$ cat config.mk
export PLATFORM = sky130hd
export DESIGN_NAME = bu4x_queue
export DESIGN_NICKNAME = d
export VERILOG_FILES = /design/src/hdl/bu4x_pkg.sv /design/src/hdl/bu4x_queue.sv
export SDC_FILE = /design/constraint.sdc
export NUM_CORES = 1
export LEC_CHECK = 0
export BUFFER_PORTS_ARGS = -buffer_cell sky130_fd_sc_hd__buf_2
export CORE_UTILIZATION = 52
export CTS_CLUSTER_DIAMETER = 30
export DETAILED_ROUTE_END_ITERATION = 7
export PLACE_DENSITY = 0.86
export SKIP_CTS_REPAIR_TIMING = 1
export SLEW_MARGIN = 20
export SYNTH_ARGS = -nofsm -noshare
export SYNTH_HDL_FRONTEND = slang
export SYNTH_SLANG_ARGS = --single-unit
export TNS_END_PERCENT = 5
$ cat constraint.sdc
create_clock -name clk_i -period 5.4 [get_ports clk_i]
set_input_delay 0.27 -clock clk_i [delete_from_list [all_inputs] [get_ports clk_i]]
set_output_delay 0.27 -clock clk_i [all_outputs]
set_load 0.01 [all_outputs]
$ cat src/hdl/bu4x_pkg.sv
// shared types, constants and arithmetic helpers of the 4x bilinear upsampler
`default_nettype none

package bu4x_pkg;

  localparam int LOW_SIDE    = 256;
  localparam int SAMPLE_BITS = 16;
  localparam int IN_W        = 16;
  localparam int COORD_W     = 10;
  localparam int VALUE_W     = 16;
  localparam int IDX_W       = $clog2(LOW_SIDE);
  localparam int CSUM_W      = IDX_W + 3;
  localparam int K_W         = 3;
  localparam int W_W         = 4;
  localparam int H_W         = SAMPLE_BITS + 3;
  localparam int ACC_W       = SAMPLE_BITS + 6;
  localparam int QUEUE_DEPTH = 2;
  localparam int QPTR_W      = (QUEUE_DEPTH > 1) ? $clog2(QUEUE_DEPTH) : 1;
  localparam int QCNT_W      = $clog2(QUEUE_DEPTH + 1);

  typedef logic [SAMPLE_BITS-1:0] sample_t;
  typedef logic [IDX_W-1:0]       idx_t;
  typedef logic [K_W-1:0]         koff_t;
  typedef logic [W_W-1:0]         wgt_t;
  typedef logic [H_W-1:0]         hsum_t;
  typedef logic [ACC_W-1:0]       acc_t;

  // offsets within the 6x6 output window around a sample
  localparam koff_t K_FIRST      = 3'd0;
  localparam koff_t K_EDGE_FIRST = 3'd2;
  localparam koff_t K_LAST       = 3'd3;
  localparam koff_t K_CLAMP      = 3'd4;
  localparam koff_t K_EDGE_LAST  = 3'd5;

  localparam wgt_t    W_FULL     = 4'd8;
  localparam idx_t    IDX_LAST   = IDX_W'(LOW_SIDE - 1);
  localparam acc_t    ROUND_HALF = ACC_W'(32);
  localparam sample_t SIGN_BIT   = {1'b1, {(SAMPLE_BITS-1){1'b0}}};

  // operands of one sample, kept in offset binary
  typedef struct packed {
    sample_t q00;
    sample_t q01;
    sample_t q10;
    sample_t q11;
    idx_t    col;
    idx_t    row;
  } job_t;

  typedef struct packed {
    logic valid;
    job_t job;
  } job_msg_t;

  function automatic sample_t to_offset(sample_t s);
    return s ^ SIGN_BIT;
  endfunction

  function automatic logic [COORD_W-1:0] coord(idx_t idx, koff_t k);
    logic [CSUM_W-1:0] t;
    t = {idx, 2'b00} + CSUM_W'(k) - CSUM_W'(2);
    return COORD_W'(t);
  endfunction

  // eighth-weight of the current-side tap, zero when both taps clamp to it
  function automatic wgt_t tap_weight(koff_t k, logic clamp);
    return clamp ? '0 : {1'b0, k[1:0], 1'b1};
  endfunction

  function automatic hsum_t hblend(wgt_t w, sample_t a, sample_t b);
    return H_W'(W_FULL - w) * H_W'(a) + H_W'(w) * H_W'(b);
  endfunction

  function automatic acc_t vblend(wgt_t w, hsum_t a, hsum_t b);
    return ACC_W'(W_FULL - w) * ACC_W'(a) + ACC_W'(w) * ACC_W'(b);
  endfunction

endpackage

`default_nettype wire

$ cat src/hdl/bu4x_queue.sv
// short job queue between front end and back end
`default_nettype none

module bu4x_queue import bu4x_pkg::*; (
  input  logic     clk_i,
  input  logic     rst_ni,
  input  job_msg_t push_i,
  output logic     full_o,
  input  logic     pop_i,
  output job_msg_t head_o
);

  job_t              slots_q [QUEUE_DEPTH];
  logic [QPTR_W-1:0] wr_q, rd_q;
  logic [QCNT_W-1:0] cnt_q, cnt_d;
  logic              do_push;

  assign full_o       = (cnt_q == QCNT_W'(QUEUE_DEPTH));
  assign do_push      = push_i.valid && !full_o;
  assign head_o.valid = (cnt_q != '0);
  assign head_o.job   = slots_q[rd_q];

  always_comb begin
    unique case ({do_push, pop_i})
      2'b10:   cnt_d = cnt_q + 1'b1;
      2'b01:   cnt_d = cnt_q - 1'b1;
      default: cnt_d = cnt_q;
    endcase
  end

  always_ff @(posedge clk_i or negedge rst_ni) begin
    if (!rst_ni) begin
      wr_q  <= '0;
      rd_q  <= '0;
      cnt_q <= '0;
    end else begin
      cnt_q <= cnt_d;
      if (do_push) begin
        wr_q <= (wr_q == QPTR_W'(QUEUE_DEPTH - 1)) ? '0 : wr_q + 1'b1;
      end
      if (pop_i) begin
        rd_q <= (rd_q == QPTR_W'(QUEUE_DEPTH - 1)) ? '0 : rd_q + 1'b1;
      end
    end
  end

  always_ff @(posedge clk_i) begin
    if (do_push) begin
      slots_q[wr_q] <= push_i.job;
    end
  end

`ifndef NO_ASSERTIONS
  a_cnt_bound: assert property (@(posedge clk_i) disable iff (!rst_ni)
    cnt_q <= QCNT_W'(QUEUE_DEPTH))
    else $error("queue count beyond depth");

  a_pop_nonempty: assert property (@(posedge clk_i) disable iff (!rst_ni)
    pop_i |-> head_o.valid)
    else $error("pop from empty queue");
`endif

endmodule

`default_nettype wire

==> summary.txt <==
Flow run
  – Maxcap violations: 0

STA
  – Final Max Tran Viols: 0
  – Final min period: 2.853 ns
  – Fin Clk Skew: 0.005942 ns
  – RSZ-0062 raised after global routing: false
  – Setup-failing EPs final: 0
  – Setup_tns: 0 ns
  – Min Hold Slack: 0.04036 ns
  – Rel. slew slack: 42.83%
  – Slew @ Worst Pin: 0.8555 ns
  – Final Hold Viols: 0
  – Slack of the critical path: 2.547 ns
  – Fmax: 350.5 MHz
  – Fin crit share: 52.83%

Critical path
  – WP data required: 5.13 ns
  – Critical path launch point type: flop
  – Crit-path cells: buf_4, mux2_4, buf_2
  – Worst-path fanout max: 45
  – Worst EP arrival: 2.58 ns
  – CP max-delay cell: dfrtp_4
  – Kind of end point of the critical path: output pin
  – Slowest stage delay, CP: 0.86 ns
  – Setup CP Type: flop to output pin

Power
  – Leak: 3.163 nW
  – Switching Power: 1.204 mW
  – P_int: 3.066 mW
  – Flop pwr share: 44.2%
  – Switching part of the total: 28.20%
  – Pwr Density: 547.2 nW/um^2
  – Overall power: 4.270 mW
  – Comb power frac: 30.4%
  – Clock power share: 25.4%
  – Worst vdd ir: 0.4688 mV

Placement
  – Post-DP HPWL: 6353 um
  – Post-placement cell count: 571
  – Port Buf Inserts: 165
  – Final RePlAce weighted congestion: 0.6791
  – Placed instance area: 7233 sq um
  – DP Worst Slack: 2.848 ns

Synth
  – Library cells used by synthesis: 15
  – Synthesized Nets: 351
  – Register area share after synthesis: 77.07%
  – Yosys warning total: 0
  – Synthesized instance count: 266
  – Area contributors post-synth: edfxtp_1 (76%), mux2_4 (19%), buf_12 (2.5%)
  – Mean Syn Cell Area: 23.92 sq um
  – Area of the mapped netlist: 6364 sq um
  – Share of the synthesized area in the top cell type: 75.50%
  – Yosys reg bits: 164
  – Area leader, netlist: edfxtp_1

Run status
  – Status: finished, final reports clean

Drt
  – DR WL/cell: 16.39 um
  – DRC: 0
  – Starting DRT DRC Count: 167
  – Vias per cell: 4.929
  – Drt pass-1 iters: 5
  – Vias: 2982
  – WL final: 9914 um
  – Antenna violation net count after detailed routing: 0

Global route
  – First-pass GRT wire length: 14770 um
  – Largest net degree at the start of global routing: 81
  – Vias in the first global route: 3016
  – Aggregate global-route resource usage: 16.11%
  – Gr ovfl total: 0
  – Initial antenna violation count: 0

Die
  – Core area: 11960 sq um
  – Initial Utilization: 53.20%
  – IO Count: 166
  – Die area: 12680 sq um
  – Die X: 112.6 um
  – Floorplan row count: 40
  – Die outline height: 112.6 um

Clock tree
  – Worst-path clk slew: 0.06 ns
  – Root Driver: clkbuf_16
  – TritonCTS clock tree: built
  – Clock Path Buffers: 2
  – Clk sinks: 164
  – H-tree depth: 4
  – TritonCTS Buffers: 17
  – Clock Latency Late Sink: 0.41 ns

Final layout
  – Layout area overhead: 22.63%
  – Reg area: 4908 sq um
  – # diodes: 0
  – Area of the multi-input gates: 1296 sq um
  – Fin util: 65.24%
  – Non-filler instance count after layout: 605
  – Final Instance Area: 7804 sq um
  – Share of layout cells above drive strength 1: 61.57%
  – Layout fillers: 792
  – Layout Nets: 530

Hold path
  – Hold Path Class: input pin to flop
-- final cells by class --
cell class                      count  share of cell area, %
Clock buffer                       17                  5.451
Clock inverter                     15                  1.475
Inverter                            1                0.04810
Multi-Input combinational cell     92                  16.61
Sequential cell                   164                  62.90
Tap cell                          147                  2.357
Timing Repair Buffer              169                  11.16
-- worst paths after layout --
path / startpoint / end / slack, ns / cells after the start
max in group asynchronous: rst_ni / rd_q / 5.04 / 2
setup / recovery: rd_q / head_o[16] / 2.55 / 3
setup reg to reg: cnt_q[0] / slots_q[0][4] / 2.88 / 4
min in group asynchronous: rst_ni / rd_q / 0.21 / 2
hold / removal: push_i[47] / slots_q[1][47] / 0.04 / 1
hold reg to reg: cnt_q[1] / cnt_q[1] / 0.49 / 1
-- cell usage in the layout (no fill, tap or decap), drive strengths merged --
master / count
nor2: 2
ha: 1
mux2: 80
and3: 1
dlygate4sd3: 1
clkinvlp: 4
dfrtp: 4
nand2: 1
bufinv: 1
clkinv: 9
or2: 1
xor2: 2
nand2b: 1
clkbuf: 17
edfxtp: 160
buf: 168
inv: 2
xnor2: 3
-- Yosys cell counts --
cell type  count
and3_1         1
buf_12         8
buf_6          1
dfrtp_1        4
edfxtp_1     160
ha_1           1
inv_1          1
mux2_2         1
mux2_4        79
nand2_1        1
nand2b_1       1
nor2_1         2
or2_2          1
xnor2_1        3
xor2_1         2
-- power groups by stage --
stage	Clock, mW	Sequential, mW	Combinational (mW)
2_1_floorplan	0	1.85	1.08
3_3_place_gp	0	1.90	1.29
3_5_place_dp	0	1.93	1.30
4_1_cts	1.11	1.90	1.30
5_1_grt	1.15	1.92	1.39
6_report	1.08	1.89	1.30
-- state kept, by name, summed over array words and instances (netlist names) --
register / flops
slots_q: 160
cnt_q: 2
rd_q: 1
wr_q: 1
-- cells by family (layout without fill, tap and decap cells) --
family | after synthesis | in the layout | synth area share [%]
flops | 164 | 164 | 77.07
mux | 80 | 80 | 18.82
buf+inv | 10 | 202 | 2.753
simple gates | 6 | 6 | 0.4721
xor+xnor | 5 | 5 | 0.6883
fa+ha+maj | 1 | 1 | 0.1966
-- metal layers --
layer  track usage [%]  part of all wire (%)  vias to the layer above
met4             7.822                   1.5                        0
met2             27.53                    52                      114
met3             5.022                   5.8                       13
met5                 0                     0                        -
li1                  -                     -                     1416
met1             18.43                    40                     1439
-- critical path: cells and delay by family, from the launching register on --
family                 cells  cell delay, ns
flip-flops                 1            0.86
buffers and inverters      2            0.89
multiplexers               1            0.37
Note: power is estimated with default switching activity, not from simulation.
