==> src/hdl/bu4x_pkg.sv <==
// shared types, constants and arithmetic helpers of the 4x bilinear upsampler
`default_nettype none

package bu4x_pkg;

  localparam int LOW_SIDE    = 256;
  localparam int SAMPLE_BITS = 16;
  localparam int IN_W        = 16;
  localparam int COORD_W     = 10;
  localparam int VALUE_W     = 16;
  localparam int IDX_W       = $clog2(LOW_SIDE);
  localparam int CSUM_W      = IDX_W + 3;
  localparam int K_W         = 3;
  localparam int W_W         = 4;
  localparam int H_W         = SAMPLE_BITS + 3;
  localparam int ACC_W       = SAMPLE_BITS + 6;
  localparam int QUEUE_DEPTH = 2;
  localparam int QPTR_W      = (QUEUE_DEPTH > 1) ? $clog2(QUEUE_DEPTH) : 1;
  localparam int QCNT_W      = $clog2(QUEUE_DEPTH + 1);

  typedef logic [SAMPLE_BITS-1:0] sample_t;
  typedef logic [IDX_W-1:0]       idx_t;
  typedef logic [K_W-1:0]         koff_t;
  typedef logic [W_W-1:0]         wgt_t;
  typedef logic [H_W-1:0]         hsum_t;
  typedef logic [ACC_W-1:0]       acc_t;

  // offsets within the 6x6 output window around a sample
  localparam koff_t K_FIRST      = 3'd0;
  localparam koff_t K_EDGE_FIRST = 3'd2;
  localparam koff_t K_LAST       = 3'd3;
  localparam koff_t K_CLAMP      = 3'd4;
  localparam koff_t K_EDGE_LAST  = 3'd5;

  localparam wgt_t    W_FULL     = 4'd8;
  localparam idx_t    IDX_LAST   = IDX_W'(LOW_SIDE - 1);
  localparam acc_t    ROUND_HALF = ACC_W'(32);
  localparam sample_t SIGN_BIT   = {1'b1, {(SAMPLE_BITS-1){1'b0}}};

  // operands of one sample, kept in offset binary
  typedef struct packed {
    sample_t q00;
    sample_t q01;
    sample_t q10;
    sample_t q11;
    idx_t    col;
    idx_t    row;
  } job_t;

  typedef struct packed {
    logic valid;
    job_t job;
  } job_msg_t;

  function automatic sample_t to_offset(sample_t s);
    return s ^ SIGN_BIT;
  endfunction

  function automatic logic [COORD_W-1:0] coord(idx_t idx, koff_t k);
    logic [CSUM_W-1:0] t;
    t = {idx, 2'b00} + CSUM_W'(k) - CSUM_W'(2);
    return COORD_W'(t);
  endfunction

  // eighth-weight of the current-side tap, zero when both taps clamp to it
  function automatic wgt_t tap_weight(koff_t k, logic clamp);
    return clamp ? '0 : {1'b0, k[1:0], 1'b1};
  endfunction

  function automatic hsum_t hblend(wgt_t w, sample_t a, sample_t b);
    return H_W'(W_FULL - w) * H_W'(a) + H_W'(w) * H_W'(b);
  endfunction

  function automatic acc_t vblend(wgt_t w, hsum_t a, hsum_t b);
    return ACC_W'(W_FULL - w) * ACC_W'(a) + ACC_W'(w) * ACC_W'(b);
  endfunction

endpackage

`default_nettype wire

==> src/hdl/bu4x_front.sv <==
// front end: sample intake, line buffer, neighbor registers and raster position
`default_nettype none

module bu4x_front import bu4x_pkg::*; (
  input  logic                   clk_i,
  input  logic                   rst_ni,
  input  logic                   sample_valid_i,
  output logic                   sample_stall_o,
  input  logic signed [IN_W-1:0] sample_value_i,
  input  logic                   queue_full_i,
  output job_msg_t               push_o
);

  sample_t line_mem [LOW_SIDE];
  sample_t raw;
  logic    accept;
  logic    pushed;
  idx_t    col_q, col_d;
  idx_t    row_q, row_d;
  sample_t rd_q;
  sample_t left_q;
  logic    fvalid_q, fvalid_d;
  sample_t fraw_q, fleft_q, fupleft_q;
  idx_t    fcol_q, frow_q;

  assign raw            = SAMPLE_BITS'($unsigned(sample_value_i));
  assign sample_stall_o = fvalid_q && queue_full_i;
  assign accept         = sample_valid_i && !sample_stall_o;
  assign pushed         = fvalid_q && !queue_full_i;

  always_ff @(posedge clk_i) begin
    if (accept) begin
      line_mem[col_q] <= raw;
    end
  end

  always_comb begin
    col_d = col_q;
    row_d = row_q;
    if (accept) begin
      if (col_q == IDX_LAST) begin
        col_d = '0;
        row_d = (row_q == IDX_LAST) ? '0 : row_q + 1'b1;
      end else begin
        col_d = col_q + 1'b1;
      end
    end
  end

  always_comb begin
    fvalid_d = fvalid_q;
    if (accept) begin
      fvalid_d = 1'b1;
    end else if (pushed) begin
      fvalid_d = 1'b0;
    end
  end

  // rd_q keeps the last read, so it is also the up-left neighbor of the next sample
  always_ff @(posedge clk_i or negedge rst_ni) begin
    if (!rst_ni) begin
      col_q    <= '0;
      row_q    <= '0;
      fvalid_q <= 1'b0;
      rd_q     <= '0;
      left_q   <= '0;
    end else begin
      col_q    <= col_d;
      row_q    <= row_d;
      fvalid_q <= fvalid_d;
      if (accept) begin
        rd_q   <= line_mem[col_q];
        left_q <= raw;
      end
    end
  end

  always_ff @(posedge clk_i) begin
    if (accept) begin
      fraw_q    <= raw;
      fleft_q   <= left_q;
      fupleft_q <= rd_q;
      fcol_q    <= col_q;
      frow_q    <= row_q;
    end
  end

  always_comb begin
    push_o.valid   = fvalid_q;
    push_o.job.q00 = to_offset(fupleft_q);
    push_o.job.q01 = to_offset(rd_q);
    push_o.job.q10 = to_offset(fleft_q);
    push_o.job.q11 = to_offset(fraw_q);
    push_o.job.col = fcol_q;
    push_o.job.row = frow_q;
  end

endmodule

`default_nettype wire

==> config.mk <==
export PLATFORM = sky130hd
export DESIGN_NAME = bu4x_front
export DESIGN_NICKNAME = d
export VERILOG_FILES = /design/src/hdl/bu4x_pkg.sv /design/src/hdl/bu4x_front.sv
export SDC_FILE = /design/constraint.sdc
export NUM_CORES = 2
export LEC_CHECK = 0
export BUFFER_PORTS_ARGS = -buffer_cell sky130_fd_sc_hd__buf_2
export CAP_MARGIN = 20
export CORE_MARGIN = 2
export CORE_UTILIZATION = 30
export CTS_CLUSTER_SIZE = 25
export DETAILED_ROUTE_END_ITERATION = 6
export GPL_TIMING_DRIVEN = 1
export PLACE_DENSITY_LB_ADDON = 0.12
export SKIP_CTS_REPAIR_TIMING = 1
export SLEW_MARGIN = 20
export SYNTH_ARGS = -nofsm -noshare
export SYNTH_HDL_FRONTEND = slang
export SYNTH_SLANG_ARGS = --single-unit
==> constraint.sdc <==
create_clock -name clk_i -period 3.13 [get_ports clk_i]
set_input_delay 0.4695 -clock clk_i [delete_from_list [all_inputs] [get_ports clk_i]]
set_output_delay 0.4695 -clock clk_i [all_outputs]
set_load 0.1 [all_outputs]
==> flow_summary.toml <==
[run_status]
outcome = "complete, but fails checks"
violations = "hold timing, setup timing"

[sta]
clock.fmax_ghz = 0.3080
fin_crit_sh_pct = 103.7
tightestPinTransition_ps = 1128
slew_headroom_pct = 24.01
finalSetupViolations = 14
rsz0062_at_grt = "true"
fin_crit_ps = 3246
hold_violations = 2
clock_skew_ps = 118.2
report.final.slew_viol_count = 0
fin_ws_ps = -116.2
hold_ws_ps = -11.77

[clocking]
h-tree-depth = 5
path_clk_slew_ps = 60
insertion_delay_ps = 1050
cts_tree = "done"
cts_root_buffer = "clkbuf_16"
cts.path.max_buffers = 4
cts_made_buffers = 462
clock-sinks = 4209

[critical_path]
reg2regPathDepth = 12
cp-end-kind = "register"
path_cells = "buf_12, buf_16, buf_12, mux4_2, mux2i_2, a32o_2, a221oi_4, nor3_2, buf_4, or4_4, buf_4, a31oi_1"
arrival_ps = 4170
worstPathRequired_ps = 4050
cp_slowest_stage_delay_ps = 500
r2r_end = "rd_q[4]"
cp_slowest_cell = "dfrtp_4"
critPathMaxFanout = 8
worstReg2RegStart = "col_q[1]"
start_kind = "register"
path_class = "reg2reg"
r2r_setup_slack_ps = -120

[logic_synthesis]
yosys.area.top_type_share_pct = 77.06
synth_top_area_cell = "edfxtp_1"
synth_edf_count = 4160
ys_seq_elements = 4209
synthArstFlopShare_pct = 1.164
synth_mux_area_share_pct = 15.54
ys_warn_count = 0
yosysSeqAreaShare_pct = 77.82
syn_inst = 7390
yosys-top-cells-area = "edfxtp_1 (77%), mux4_2 (13%), mux2i_1 (1.7%)"
synth_xor_area_share_pct = 0.03782
syn_area_um2 = 162100
synth_top_family_by_area = "multiplexers"
syn_nets = 7415
synth_compound_area_share_pct = 2.494
ys_types = 79
yosys.area_share.simple_pct = 2.129
ys.flop_type = "edfxtp_1"
synth_fa_ha_area_share_pct = 0.03859
avgSynthCellArea_um2 = 21.93

[power_and_ir_drop]
p_leak_nw = 64.08
vdd_ir_drop_max_mv = 0.6788
p_per_area_nw_per_um2 = 826.3
p_total_mw = 166.8

[placed_design]
place.gp.congestion = 0.8244
dp_hpwl_um = 344700
dpl.cell_count = 15320
numPortBuffers = 101

[grt]
grt_pass1_vias = 84700
antenna_found_initial = 42
grt_pass1_wl_um = 723800
grt_usage_pct = 18.95
grt_max_degree = 109
overflow = 0

[drt]
wirelength_um = 533900
ant_nets = 0
via_per_inst = 5.030
drc = 0
drt_iter0_drc = 8189
first_pass_iters = 6
vias = 82070
wire_per_inst_um = 32.73

[worst_hold_path]
hold_class = "in2async"

[die]
num_io_pins = 102
die_w_um = 739.1
start_util_pct = 30.16
rows = 269
die_h_um = 739.1
core_um2 = 537500
die_area_um2 = 546200

[final_layout]
drive_above_1_share_pct = 37.72
areaGrowthSynthToFinish_pct = 24.51
final_cell_count_no_fill = 16320
nets = 8752
fillerInstances = 48910

[flow_run]
max-cap-violations = 0
## registers in the layout, summed over array words and instances (netlist names)
name,cells
fcol_q,8
fvalid_q,1
left_q,16
line_mem,4096
fraw_q,16
rd_q,16
col_q,8
row_q,8
fupleft_q,16
fleft_q,16
frow_q,8
## critical path, delay by kind of cell, from the launching register on
family | cells | cell delay (ps)
flops | 1 | 500
simple gates | 2 | 520
buf+inv | 5 | 830
mux | 2 | 440
compound gates | 3 | 800
## layer usage
layer	track usage [%]	part of all wire, %	vias up
li1	-	-	33850
met2	31.22	48	2333
met4	4.365	2.6	2
met3	2.762	5.4	618
met1	26.59	44	45260
met5	0	0.0024	-
## logic make-up after synthesis
logic type / count (synthesis)
muxes: 1290
buffers and inverters: 502
adders and majority gates: 5
xor gates and xnor gates: 7
DFF: 4209
and+or+nand+nor: 801
AOI/OAI and AO/OA: 576
## layout make-up
class	instances	area, um^2	share of cell area [%]
clock inverters	292	2890	1.432
clock buffers	562	12140	6.014
diodes	17	42.54	0.02108
flip-flops and latches	4209	126200	62.51
inverters	13	81.33	0.04029
well taps	7181	8985	4.452
repair buffers	1362	16790	8.320
multi-input cells	2679	34730	17.21
## where the power goes
part	total, mW	switching [mW]	internal (mW)
combinational	49.7	28.8	21.0
clock	53.9	23.2	30.7
sequential	63.1	0.589	62.6
## worst max-delay path by stage
stage	start	endpoint	slack, ps
5_1_grt	col_q[1]	rd_q[4]	-150
4_1_cts	col_q[1]	rd_q[4]	-1000
2_1_floorplan	col_q[0]	line_mem[236][0]	-230
6_report	col_q[1]	rd_q[4]	-120
3_5_place_dp	col_q[1]	rd_q[4]	-940
3_3_place_gp	col_q[0]	rd_q[11]	-1550
## placed cells by master, fill, tap and decap left out, types with 17 or more instances in the layout
| master | count |
|---|---|
| edfxtp_1 | 4160 |
| buf_4 | 707 |
| dlygate4sd3_1 | 17 |
| clkbuf_1 | 81 |
| nand2_1 | 247 |
| clkbuf_16 | 480 |
| buf_16 | 24 |
| a22oi_1 | 78 |
| clkinvlp_4 | 19 |
| buf_2 | 84 |
| dfrtp_1 | 41 |
| mux2_2 | 44 |
| o21ai_0 | 54 |
| clkinv_16 | 19 |
| buf_12 | 450 |
| clkbuf_8 | 18 |
| mux2i_1 | 248 |
| mux4_2 | 961 |
| nand3_1 | 37 |
| bufinv_16 | 37 |
| nand3_2 | 23 |
| buf_6 | 39 |
| clkinv_2 | 88 |
| buf_8 | 24 |
| a32oi_1 | 17 |
| a31oi_1 | 19 |
| nor2_1 | 166 |
| o22ai_1 | 108 |
| diode_2 | 17 |
| clkinv_1 | 118 |
| a21oi_1 | 58 |
| nor2_2 | 185 |
| o22a_1 | 31 |
| mux2i_2 | 22 |
## cell usage after synthesis (8+ instances only)
master,count
and3_1,8
o22ai_1,116
inv_1,8
nand2_1,259
nand3_1,64
a31oi_1,30
buf_2,116
nand2b_1,11
a32oi_1,22
a221oi_1,21
a21oi_1,71
buf_1,14
mux2i_1,273
edfxtp_1,4160
o2111ai_1,10
nor3_1,19
a32o_1,12
nor2_1,352
o22a_1,34
a211oi_1,18
clkbuf_1,127
o21ai_0,64
buf_4,172
or3_1,11
nand4_1,12
mux2_2,44
buf_6,50
a22oi_1,90
mux4_2,960
nor2b_1,14
o31ai_1,20
o221ai_1,26
dfrtp_1,49
mux4_1,13
or4_1,9
## metrics by stage
step	utilization (%)	instance area (um^2)	setup TNS [ps]	worst slack [ps]	hold WS (ps)
floorplan	-	162100	-300710	-229.3	173.9
global placement	34.15	183600	-92990	-1552	431.0
detailed placement	34.17	183600	-79420	-944.5	434.8
CTS	36.96	198700	-120990	-1002	-652.8
global route	37.54	201800	-1592	-150.7	-16.55
finish	37.55	201800	-663.9	-116.2	-11.77
(Power assumes the default switching activity.)
