### src/hdl/bu4x_pkg.sv
// shared types, constants and arithmetic helpers of the 4x bilinear upsampler
`default_nettype none

package bu4x_pkg;

  localparam int LOW_SIDE    = 256;
  localparam int SAMPLE_BITS = 16;
  localparam int IN_W        = 16;
  localparam int COORD_W     = 10;
  localparam int VALUE_W     = 16;
  localparam int IDX_W       = $clog2(LOW_SIDE);
  localparam int CSUM_W      = IDX_W + 3;
  localparam int K_W         = 3;
  localparam int W_W         = 4;
  localparam int H_W         = SAMPLE_BITS + 3;
  localparam int ACC_W       = SAMPLE_BITS + 6;
  localparam int QUEUE_DEPTH = 2;
  localparam int QPTR_W      = (QUEUE_DEPTH > 1) ? $clog2(QUEUE_DEPTH) : 1;
  localparam int QCNT_W      = $clog2(QUEUE_DEPTH + 1);

  typedef logic [SAMPLE_BITS-1:0] sample_t;
  typedef logic [IDX_W-1:0]       idx_t;
  typedef logic [K_W-1:0]         koff_t;
  typedef logic [W_W-1:0]         wgt_t;
  typedef logic [H_W-1:0]         hsum_t;
  typedef logic [ACC_W-1:0]       acc_t;

  // offsets within the 6x6 output window around a sample
  localparam koff_t K_FIRST      = 3'd0;
  localparam koff_t K_EDGE_FIRST = 3'd2;
  localparam koff_t K_LAST       = 3'd3;
  localparam koff_t K_CLAMP      = 3'd4;
  localparam koff_t K_EDGE_LAST  = 3'd5;

  localparam wgt_t    W_FULL     = 4'd8;
  localparam idx_t    IDX_LAST   = IDX_W'(LOW_SIDE - 1);
  localparam acc_t    ROUND_HALF = ACC_W'(32);
  localparam sample_t SIGN_BIT   = {1'b1, {(SAMPLE_BITS-1){1'b0}}};

  // operands of one sample, kept in offset binary
  typedef struct packed {
    sample_t q00;
    sample_t q01;
    sample_t q10;
    sample_t q11;
    idx_t    col;
    idx_t    row;
  } job_t;

  typedef struct packed {
    logic valid;
    job_t job;
  } job_msg_t;

  function automatic sample_t to_offset(sample_t s);
    return s ^ SIGN_BIT;
  endfunction

  function automatic logic [COORD_W-1:0] coord(idx_t idx, koff_t k);
    logic [CSUM_W-1:0] t;
    t = {idx, 2'b00} + CSUM_W'(k) - CSUM_W'(2);
    return COORD_W'(t);
  endfunction

  // eighth-weight of the current-side tap, zero when both taps clamp to it
  function automatic wgt_t tap_weight(koff_t k, logic clamp);
    return clamp ? '0 : {1'b0, k[1:0], 1'b1};
  endfunction

  function automatic hsum_t hblend(wgt_t w, sample_t a, sample_t b);
    return H_W'(W_FULL - w) * H_W'(a) + H_W'(w) * H_W'(b);
  endfunction

  function automatic acc_t vblend(wgt_t w, hsum_t a, hsum_t b);
    return ACC_W'(W_FULL - w) * ACC_W'(a) + ACC_W'(w) * ACC_W'(b);
  endfunction

endpackage

`default_nettype wire

### src/hdl/bu4x_back.sv
// back end: output window sequencer and two-stage blend pipeline
`default_nettype none

module bu4x_back import bu4x_pkg::*; (
  input  logic                      clk_i,
  input  logic                      rst_ni,
  input  job_msg_t                  head_i,
  output logic                      pop_o,
  output logic                      result_valid_o,
  input  logic                      result_stall_i,
  output logic [COORD_W-1:0]        out_x_o,
  output logic [COORD_W-1:0]        out_y_o,
  output logic signed [VALUE_W-1:0] out_value_o,
  output logic                      last_of_run_o
);

  job_t  j;
  koff_t xs, xe, ys, ye, kx, ky;
  koff_t kx_q, kx_d, ky_q, ky_d;
  logic  busy_q, busy_d;
  logic  row_end, last;
  logic  out_ready, s1_ready, issue;
  logic  cx, cy;
  wgt_t  fx, fy;
  hsum_t h0, h1;

  logic               s1_valid_q;
  hsum_t              s1_ha_q, s1_hb_q;
  wgt_t               s1_fy_q;
  logic [COORD_W-1:0] s1_x_q, s1_y_q;
  logic               s1_last_q;

  acc_t               acc;
  sample_t            val;
  logic               res_valid_q;
  logic [COORD_W-1:0] res_x_q, res_y_q;
  logic [VALUE_W-1:0] res_value_q;
  logic               res_last_q;

  assign j  = head_i.job;
  assign xs = (j.col == '0)       ? K_EDGE_FIRST : K_FIRST;
  assign xe = (j.col == IDX_LAST) ? K_EDGE_LAST  : K_LAST;
  assign ys = (j.row == '0)       ? K_EDGE_FIRST : K_FIRST;
  assign ye = (j.row == IDX_LAST) ? K_EDGE_LAST  : K_LAST;
  assign kx = busy_q ? kx_q : xs;
  assign ky = busy_q ? ky_q : ys;

  assign row_end   = (kx == xe);
  assign last      = row_end && (ky == ye);
  assign out_ready = !res_valid_q || !result_stall_i;
  assign s1_ready  = !s1_valid_q || out_ready;
  assign issue     = head_i.valid && s1_ready;
  assign pop_o     = issue && last;

  always_comb begin
    busy_d = busy_q;
    kx_d   = kx_q;
    ky_d   = ky_q;
    if (issue) begin
      busy_d = !last;
      kx_d   = row_end ? xs : kx + 1'b1;
      ky_d   = row_end ? ky + 1'b1 : ky;
    end
  end

  // at the image border both taps fall on the current sample
  assign cx = (j.col == '0) || (kx >= K_CLAMP);
  assign cy = (j.row == '0) || (ky >= K_CLAMP);
  assign fx = tap_weight(kx, cx);
  assign fy = tap_weight(ky, cy);
  assign h0 = hblend(fx, cx ? j.q01 : j.q00, j.q01);
  assign h1 = hblend(fx, cx ? j.q11 : j.q10, j.q11);

  assign acc = vblend(s1_fy_q, s1_ha_q, s1_hb_q) + ROUND_HALF;
  assign val = acc[ACC_W-1 -: SAMPLE_BITS] ^ SIGN_BIT;

  always_ff @(posedge clk_i or negedge rst_ni) begin
    if (!rst_ni) begin
      busy_q      <= 1'b0;
      kx_q        <= '0;
      ky_q        <= '0;
      s1_valid_q  <= 1'b0;
      res_valid_q <= 1'b0;
    end else begin
      busy_q <= busy_d;
      kx_q   <= kx_d;
      ky_q   <= ky_d;
      if (s1_ready) begin
        s1_valid_q <= issue;
      end
      if (out_ready) begin
        res_valid_q <= s1_valid_q;
      end
    end
  end

  always_ff @(posedge clk_i) begin
    if (issue) begin
      s1_ha_q   <= cy ? h1 : h0;
      s1_hb_q   <= h1;
      s1_fy_q   <= fy;
      s1_x_q    <= coord(j.col, kx);
      s1_y_q    <= coord(j.row, ky);
      s1_last_q <= last;
    end
    if (out_ready && s1_valid_q) begin
      res_x_q     <= s1_x_q;
      res_y_q     <= s1_y_q;
      res_value_q <= VALUE_W'(val);
      res_last_q  <= s1_last_q;
    end
  end

  assign result_valid_o = res_valid_q;
  assign out_x_o        = res_x_q;
  assign out_y_o        = res_y_q;
  assign out_value_o    = res_value_q;
  assign last_of_run_o  = res_last_q;

`ifndef NO_ASSERTIONS
  a_busy_has_job: assert property (@(posedge clk_i) disable iff (!rst_ni)
    busy_q |-> head_i.valid)
    else $error("window sequencer busy without a queued job");

  a_s1_hold: assert property (@(posedge clk_i) disable iff (!rst_ni)
    s1_valid_q && !out_ready |=> $stable(s1_ha_q) && $stable(s1_x_q) && $stable(s1_last_q))
    else $error("blend stage changed while blocked");
`endif

endmodule

`default_nettype wire

### config.mk
export PLATFORM = sky130hd
export DESIGN_NAME = bu4x_back
export DESIGN_NICKNAME = d
export VERILOG_FILES = /design/src/hdl/bu4x_pkg.sv /design/src/hdl/bu4x_back.sv
export SDC_FILE = /design/constraint.sdc
export NUM_CORES = 1
export LEC_CHECK = 0
export BUFFER_PORTS_ARGS = -buffer_cell sky130_fd_sc_hd__buf_2
export CORE_MARGIN = 5
export CORE_UTILIZATION = 30
export CTS_BUF_LIST = sky130_fd_sc_hd__clkbuf_4 sky130_fd_sc_hd__clkbuf_8
export CTS_CLUSTER_DIAMETER = 150
export DETAILED_ROUTE_END_ITERATION = 12
export GPL_TIMING_DRIVEN = 0
export RECOVER_POWER = 25
export SLEW_MARGIN = 15
export SYNTH_ARGS = -nofsm -noshare
export SYNTH_HDL_FRONTEND = slang
export SYNTH_SLANG_ARGS = --single-unit
export TNS_END_PERCENT = 1
### constraint.sdc
create_clock -name clk_i -period 7.46 [get_ports clk_i]
set_input_delay 1.119 -clock clk_i [delete_from_list [all_inputs] [get_ports clk_i]]
set_output_delay 1.119 -clock clk_i [all_outputs]
set_load 0.005 [all_outputs]
==> run_results.csv, run 1 <==
group,metric,value,unit
status,outcome,"finished, violations left",
status,failed_checks,"capacitance limit, slew limit",
cts,cts_setup_buffers,0,
critical_path,rrSetupSlack,0.57,ns
logic_synthesis,ys_async_sr_fraction,8.33,%
cts,cts_hold_buf,0,
critical_path,crit_path_start_kind,"input port",
cts,cts_buffer_depth,2,
sta,drv_slew,18,
critical_path,cp-startpoint,"head_i[10]",
place,port_buffers,122,
grt,grt_antenna_before_repair,4,
sta,maxSlewHeadroom,-55.0,%
critical_path,cp.required,7.66,ns
grt,grt_pass1_wl,64000,um
sta,fmax,139,MHz
drt,detail-route-antenna-nets,0,
cts,cts.sinks,108,
die,io_pins,123,
cells_and_area,seqCellArea,3200,um2
critical_path,slowest_stage,"fa_1",
critical_path,max_stage_delay,0.55,ns
drt,vias_per_cell,4.47,
die,rows,86,
drt,num_vias,11364,
logic_synthesis,syn_inst,1698,
cts,cts_tree,"built",
logic_synthesis,netlist-cell-type-count,53,
cts,cts_resized,18,
logic_synthesis,synth-main-ff-cell,"edfxtp_1",
sta,finalCritPeriodShare,96.8,%
die,coreArea,54800,um2
critical_path,cp.arrival,7.42,ns
place,gp_congestion,0.867,
cells_and_area,syn_to_final_growth,10.9,%
logic_synthesis,synth_area,16500,um2
sta,min_period,7.22,ns
critical_path,reg2reg_from,"busy_q",
place,hpwl,33500,um
cts,root_buffer,"clkbuf_8",
cells_and_area,fin_nets,2396,
drt,wl,38400,um
grt,grt_usage,13.3,%
logic_synthesis,synth_edf_count,99,
critical_path,r2r_end,"s1_ha_q[18]",
sta,setup_viol,0,
die,dieWidth,245,um
logic_synthesis,synth_top_area_share,28.7,%
logic_synthesis,ys_seq_area_share,19.4,%
drt,wl_per_cell,15.1,um
die,die_y,245,um
run,cap_violations,1,
grt,grt_max_degree,68,
logic_synthesis,yosys_warnings,0,
grt,grt_overflow_total,0,
cts,cts-htree-levels,3,
logic_synthesis,yosysTopAreaCell,"fa_1",
min_path,hp-class,"flop to flop",
drt,drt_iter0_drc,499,
min_path,min_path_cells,0,
die,start_util,30.1,%
cells_and_area,utilization,33.4,%
sta,fin_worst_skew,0.0145,ns
critical_path,worstPathMaxFanout,10,
min_path,worstHoldEndpoint,"out_y_o[0]",
cts,cts_buffers,9,
cells_and_area,fillers,5541,
critical_path,path_delay_family,"adder cells",
cts,clkSlewWorstSetupHoldPaths,0.12,ns
die,fp.dieArea,59800,um2
critical_path,critPathKind,"input port to flop",
critical_path,path_buf_inv,6,
cells_and_area,multi_input_area,11900,um2
sta,hold_viol,0,
sta,max_slew.worst_pin.slew,2.30,ns
drt,firstDrtPassIters,5,
logic_synthesis,syn-num-nets,2263,
logic_synthesis,synthTopCellsByArea,"fa_1 (29%), ha_1 (18%), edfxtp_1 (18%), inv_1 (8.2%), and2_1 (6.9%)",
critical_path,worstSetupEndpointType,"flop",
place,dpl_cell_area,18000,um2
cells_and_area,drive_above_1_share,9.04,%
logic_synthesis,ys_ff_latch,108,
grt,grt_pass1_vias,12620,
cts,clk-insertion-delay-late,0.43,ns
min_path,worstHoldStart,"s1_y_q[0]",
cells_and_area,finish.instance_area,18300,um2
critical_path,rr_worst_depth,23,
drt,drc,0,
logic_synthesis,syn_area_per_cell,9.72,um2
worst max-delay path by stage:
stage	slack, ns	cells after the start	end
after floorplan	0.43	27	s1_ha_q[17]
after global placement	-1.23	26	s1_ha_q[18]
after detailed placement	-1.28	26	s1_ha_q[18]
after CTS	0.04	27	s1_ha_q[17]
after global routing	-0.005	26	s1_ha_q[18]
final	0.24	26	s1_ha_q[18]
worst reg2reg max path, stage by stage, from the launching register on:
cell      delay (ns)
dfrtp_1         0.45
clkbuf_1        0.42
nand2_2         0.29
inv_1           0.30
nor2_1          0.10
clkbuf_4        0.28
nand2_1         0.18
fa_1            0.45
fa_1            0.49
inv_1           0.04
ha_1            0.29
fa_1            0.46
fa_1            0.51
inv_1           0.05
fa_1            0.47
inv_1           0.04
ha_1            0.33
a21oi_1         0.11
o21ai_0         0.29
a21oi_1         0.16
a21oi_2         0.27
o32a_1          0.21
nand4_1         0.16
mux2_2          0.30
stage by stage:
stage | setup WS, ns | hold slack [ns] | instances | setup TNS (ns)
detailed placement | -1.28 | 0.405 | 2525 | -10.29
finish | 0.240 | 0.433 | 2542 | 0
floorplan | 0.429 | 0.400 | 1698 | 0
CTS | 0.0416 | 0.421 | 2541 | 0
global route | -0.00461 | 0.442 | 2541 | -0.00461
global placement | -1.23 | 0.401 | 2524 | -9.26
routing by layer:
| layer | vias up | track usage [%] | wire [um] |
|---|---|---|---|
| li1 | 5609 | - | - |
| met1 | 5529 | 17.1 | 17600 |
| met2 | 175 | 23.6 | 19100 |
| met3 | 51 | 1.53 | 944 |
| met4 | 0 | 3.76 | 763 |
| met5 | - | 0 | 0 |
cells in the final DEF, fill, tap and decap left out, types with 3 or more instances in the layout:
cell type / n
a211oi_1: 6
a21o_1: 11
a21oi_1: 39
a31oi_1: 3
and2_1: 182
and3_1: 14
buf_2: 119
buf_4: 4
clkbuf_1: 29
clkbuf_2: 6
clkbuf_4: 3
clkbuf_8: 9
clkinv_8: 4
dfrtp_1: 9
edfxtp_1: 99
fa_1: 237
ha_1: 244
inv_1: 359
mux2_2: 5
mux2i_1: 3
nand2_1: 163
nand2b_1: 5
nand3_1: 17
nand4_1: 4
nor2_1: 87
nor3_1: 9
o211ai_1: 4
o21a_1: 8
o21ai_0: 32
o21ai_1: 3
o21bai_1: 7
o22ai_1: 3
o31ai_1: 6
or3_1: 3
xnor2_1: 38
xor2_1: 22
layout make-up:
type	count	area share (%)
diodes	2	0.0273
plain buffers	38	0.964
clock buffers	9	0.677
clock inverters	7	0.499
inverters	361	7.41
multi-input cells	1190	64.8
flip-flops and latches	108	17.5
well taps	704	4.81
repair buffers	123	3.33
state kept, by name, summed over array words and instances (netlist names):
| register | count |
|---|---|
| out_y_o | 10 |
| busy_q | 1 |
| s1_last_q | 1 |
| s1_x_q | 10 |
| out_value_o | 16 |
| last_of_run_o | 1 |
| kx_q | 3 |
| out_x_o | 10 |
| s1_y_q | 10 |
| s1_hb_q | 19 |
| s1_ha_q | 19 |
| ky_q | 3 |
| s1_valid_q | 1 |
| s1_fy_q | 3 |
| result_valid_o | 1 |
cell families after synthesis:
logic type	after synthesis	share of synthesized area [%]
simple gates	496	14.9
fa+ha+maj	481	47.2
buf+inv	400	9.09
compound gates	143	5.55
flops	108	19.4
xor+xnor	62	3.37
mux	8	0.523
cell usage after synthesis, types with 2 or more instances:
cell       count
and2_1       183
nand3_1       17
o21a_1         8
clkbuf_1      39
nor2_1        87
and3_1        14
a21boi_0       2
o2111ai_1      2
or2_2          2
mux2i_1        3
nand2b_1       5
ha_1         244
nor3_1        10
dfrtp_1        9
a22o_1         2
fa_1         237
nand2_1      164
o21bai_1       7
a31oi_1        3
a211oi_1       6
a21oi_1       41
or3_1          3
inv_1        360
xnor2_1       39
o31ai_1        7
a21o_1        11
o211ai_1       4
o21ai_0       32
xor2_1        22
o21ai_1        4
o22ai_1        3
mux2_2         5
a211o_1        2
edfxtp_1      99
nand4_1        4
Power of run 1 is not shown: default switching activity piles up to over one toggle a cycle in this logic, so the estimate is an artifact.
==> run 2, diff against run 1 <==
Settings changed: CORE_UTILIZATION 30 to 40, GPL_TIMING_DRIVEN 0 to default.
==> run 2 against run 1 <==
The run still ends with capacitance limit, slew limit left; non-clock buffer count decreased by 6; worst hold slack got worse by 0.0019 ns; clock-buffer cell count unchanged; utilization increased by 11 points; setup slack improved by 0.26 ns; cell count decreased by 7.1%; first-iteration DRC count decreased by 13%; maximum frequency increased by 3.8%; sequential cell count unchanged; via count decreased by 1.6%.
==> run_results.csv, run 2 (synthesis results as in run 1) <==
group,metric,value,unit
die,die_y,213,um
sta,fin_worst_skew,0.0124,ns
grt,grt_pass1_vias,12165,
cells_and_area,utilization,44.4,%
sta,hold_viol,0,
drt,detail-route-antenna-nets,0,
drt,vias_per_cell,4.73,
sta,max_slew.worst_pin.slew,1.51,ns
grt,grt_usage,16.0,%
cts,cts_tree,"built",
cts,clk-insertion-delay-late,0.41,ns
cts,cts_buffers,9,
grt,grt_pass1_wl,59000,um
cells_and_area,layout_common_cells,"inv_1 (359), ha_1 (244), fa_1 (237), and2_1 (182), nand2_1 (164)",
cts,cts.sinks,108,
sta,drv_slew,28,
min_path,worstHoldEndpoint,"out_y_o[6]",
status,outcome,"finished, violations left",
drt,num_vias,11183,
min_path,min_path_cells,0,
cells_and_area,fin_nets,2390,
place,hpwl,30000,um
critical_path,r2r_end,"s1_ha_q[17]",
cells_and_area,final_common_cell,"inv_1",
cts,cts_hold_buf,0,
grt,grt_overflow_total,0,
place,port_buffers,122,
critical_path,reg2reg_from,"busy_q",
critical_path,cp.arrival,7.13,ns
sta,min_period,6.96,ns
cells_and_area,syn_to_final_growth,9.87,%
critical_path,worstPathMaxFanout,17,
grt,grt_antenna_before_repair,0,
die,fp.dieArea,45400,um2
min_path,hp-class,"flop to flop",
sta,rsz0062_at_grt,"no",
place,gp_congestion,0.881,
cts,cts-htree-levels,3,
drt,drt_iter0_drc,434,
die,io_pins,123,
sta,finalCritPeriodShare,93.2,%
critical_path,crit_path_start_kind,"input port",
critical_path,worstSetupEndpointType,"flop",
drt,wl,34200,um
critical_path,critPathKind,"input port to flop",
critical_path,rrSetupSlack,0.96,ns
run,cap_violations,2,
min_path,worstHoldStart,"s1_y_q[6]",
sta,setup_viol,0,
sta,fmax,144,MHz
grt,grt_max_degree,67,
cts,cts_setup_buffers,0,
cts,clkSlewWorstSetupHoldPaths,0.11,ns
die,rows,74,
drt,wl_per_cell,14.5,um
drt,drc,0,
die,dieWidth,213,um
cts,root_buffer,"clkbuf_8",
drt,firstDrtPassIters,5,
cells_and_area,diodes,0,
cells_and_area,drive_above_1_share,9.89,%
cts,cts_buffer_depth,2,
die,coreArea,40800,um2
critical_path,cp.required,7.63,ns
die,start_util,40.4,%
status,failed_checks,"capacitance limit, slew limit",
cts,cts_resized,0,
sta,maxSlewHeadroom,-0.533,%
critical_path,rr_worst_depth,22,
==> run 2: changes by cell type in the layout (fill, tap and decap cells not counted), sizes merged <==
cell,before,now
inv,363,364
clkinv,5,4
clkbuf,47,14
buf,123,150
diode,2,0
==> run 2: cell type report <==
| class | count | area [um2] |
|---|---|---|
| multi-input combinational | 1190 | 11800 |
| inverter | 361 | 1360 |
| fill | 3929 | 22700 |
| clock buffer | 9 | 124 |
| sequential | 108 | 3200 |
| clock inverter | 7 | 91.3 |
| timing repair buffer | 155 | 872 |
| tap | 532 | 666 |
==> run 2: stage by stage <==
step / std cells / TNS [ns] / setup slack [ns] / area (um2) / hold WS [ns]
2_1_floorplan: 1698 / 0 / 0.429 / 16500 / 0.400
3_3_place_gp: 2343 / 0 / 0.0863 / 17900 / 0.401
3_5_place_dp: 2343 / -0.0701 / -0.0701 / 17900 / 0.405
4_1_cts: 2359 / 0 / 0.384 / 18100 / 0.432
5_1_grt: 2362 / 0 / 0.0591 / 18100 / 0.441
6_report: 2362 / 0 / 0.505 / 18100 / 0.431
==> run 2: how the worst max path moves through the flow <==
| stage | from | end | slack (ns) | cells after the start |
|---|---|---|---|---|
| global route | head_i[12] | s1_ha_q[17] | 0.06 | 26 |
| global placement | head_i[10] | s1_ha_q[17] | 0.09 | 24 |
| finish | head_i[12] | s1_ha_q[17] | 0.50 | 26 |
| floorplan | head_i[12] | s1_ha_q[17] | 0.43 | 27 |
| CTS | head_i[12] | s1_ha_q[17] | 0.38 | 24 |
| detailed placement | head_i[12] | s1_ha_q[17] | -0.07 | 24 |
==> run 2: layer usage <==
layer / share of wire [%] / global-route usage, % / up-vias
met3: 2.6 / 1.63 / 43
met2: 49 / 27.5 / 167
met5: 0 / 0 / -
li1: - / - / 5581
met4: 2.2 / 4.21 / 0
met1: 46 / 21.7 / 5392
==> run 2: worst max-delay path, stage by stage <==
cell       delay (ns)
buf_2            0.11
inv_1            0.06
ha_1             0.19
nand4bb_1        0.12
buf_4            0.13
o21ai_2          0.08
buf_12           0.17
nor2_2           0.34
nand2_1          0.14
fa_1             0.50
fa_1             0.49
inv_1            0.04
ha_1             0.29
fa_1             0.50
fa_1             0.50
inv_1            0.06
fa_1             0.52
inv_1            0.04
ha_1             0.21
a21oi_1          0.19
o21ai_0          0.15
a311oi_1         0.36
o21bai_1         0.16
o31ai_1          0.29
xnor2_1          0.11
mux2_2           0.26
Power of run 2 is left out for the same reason.
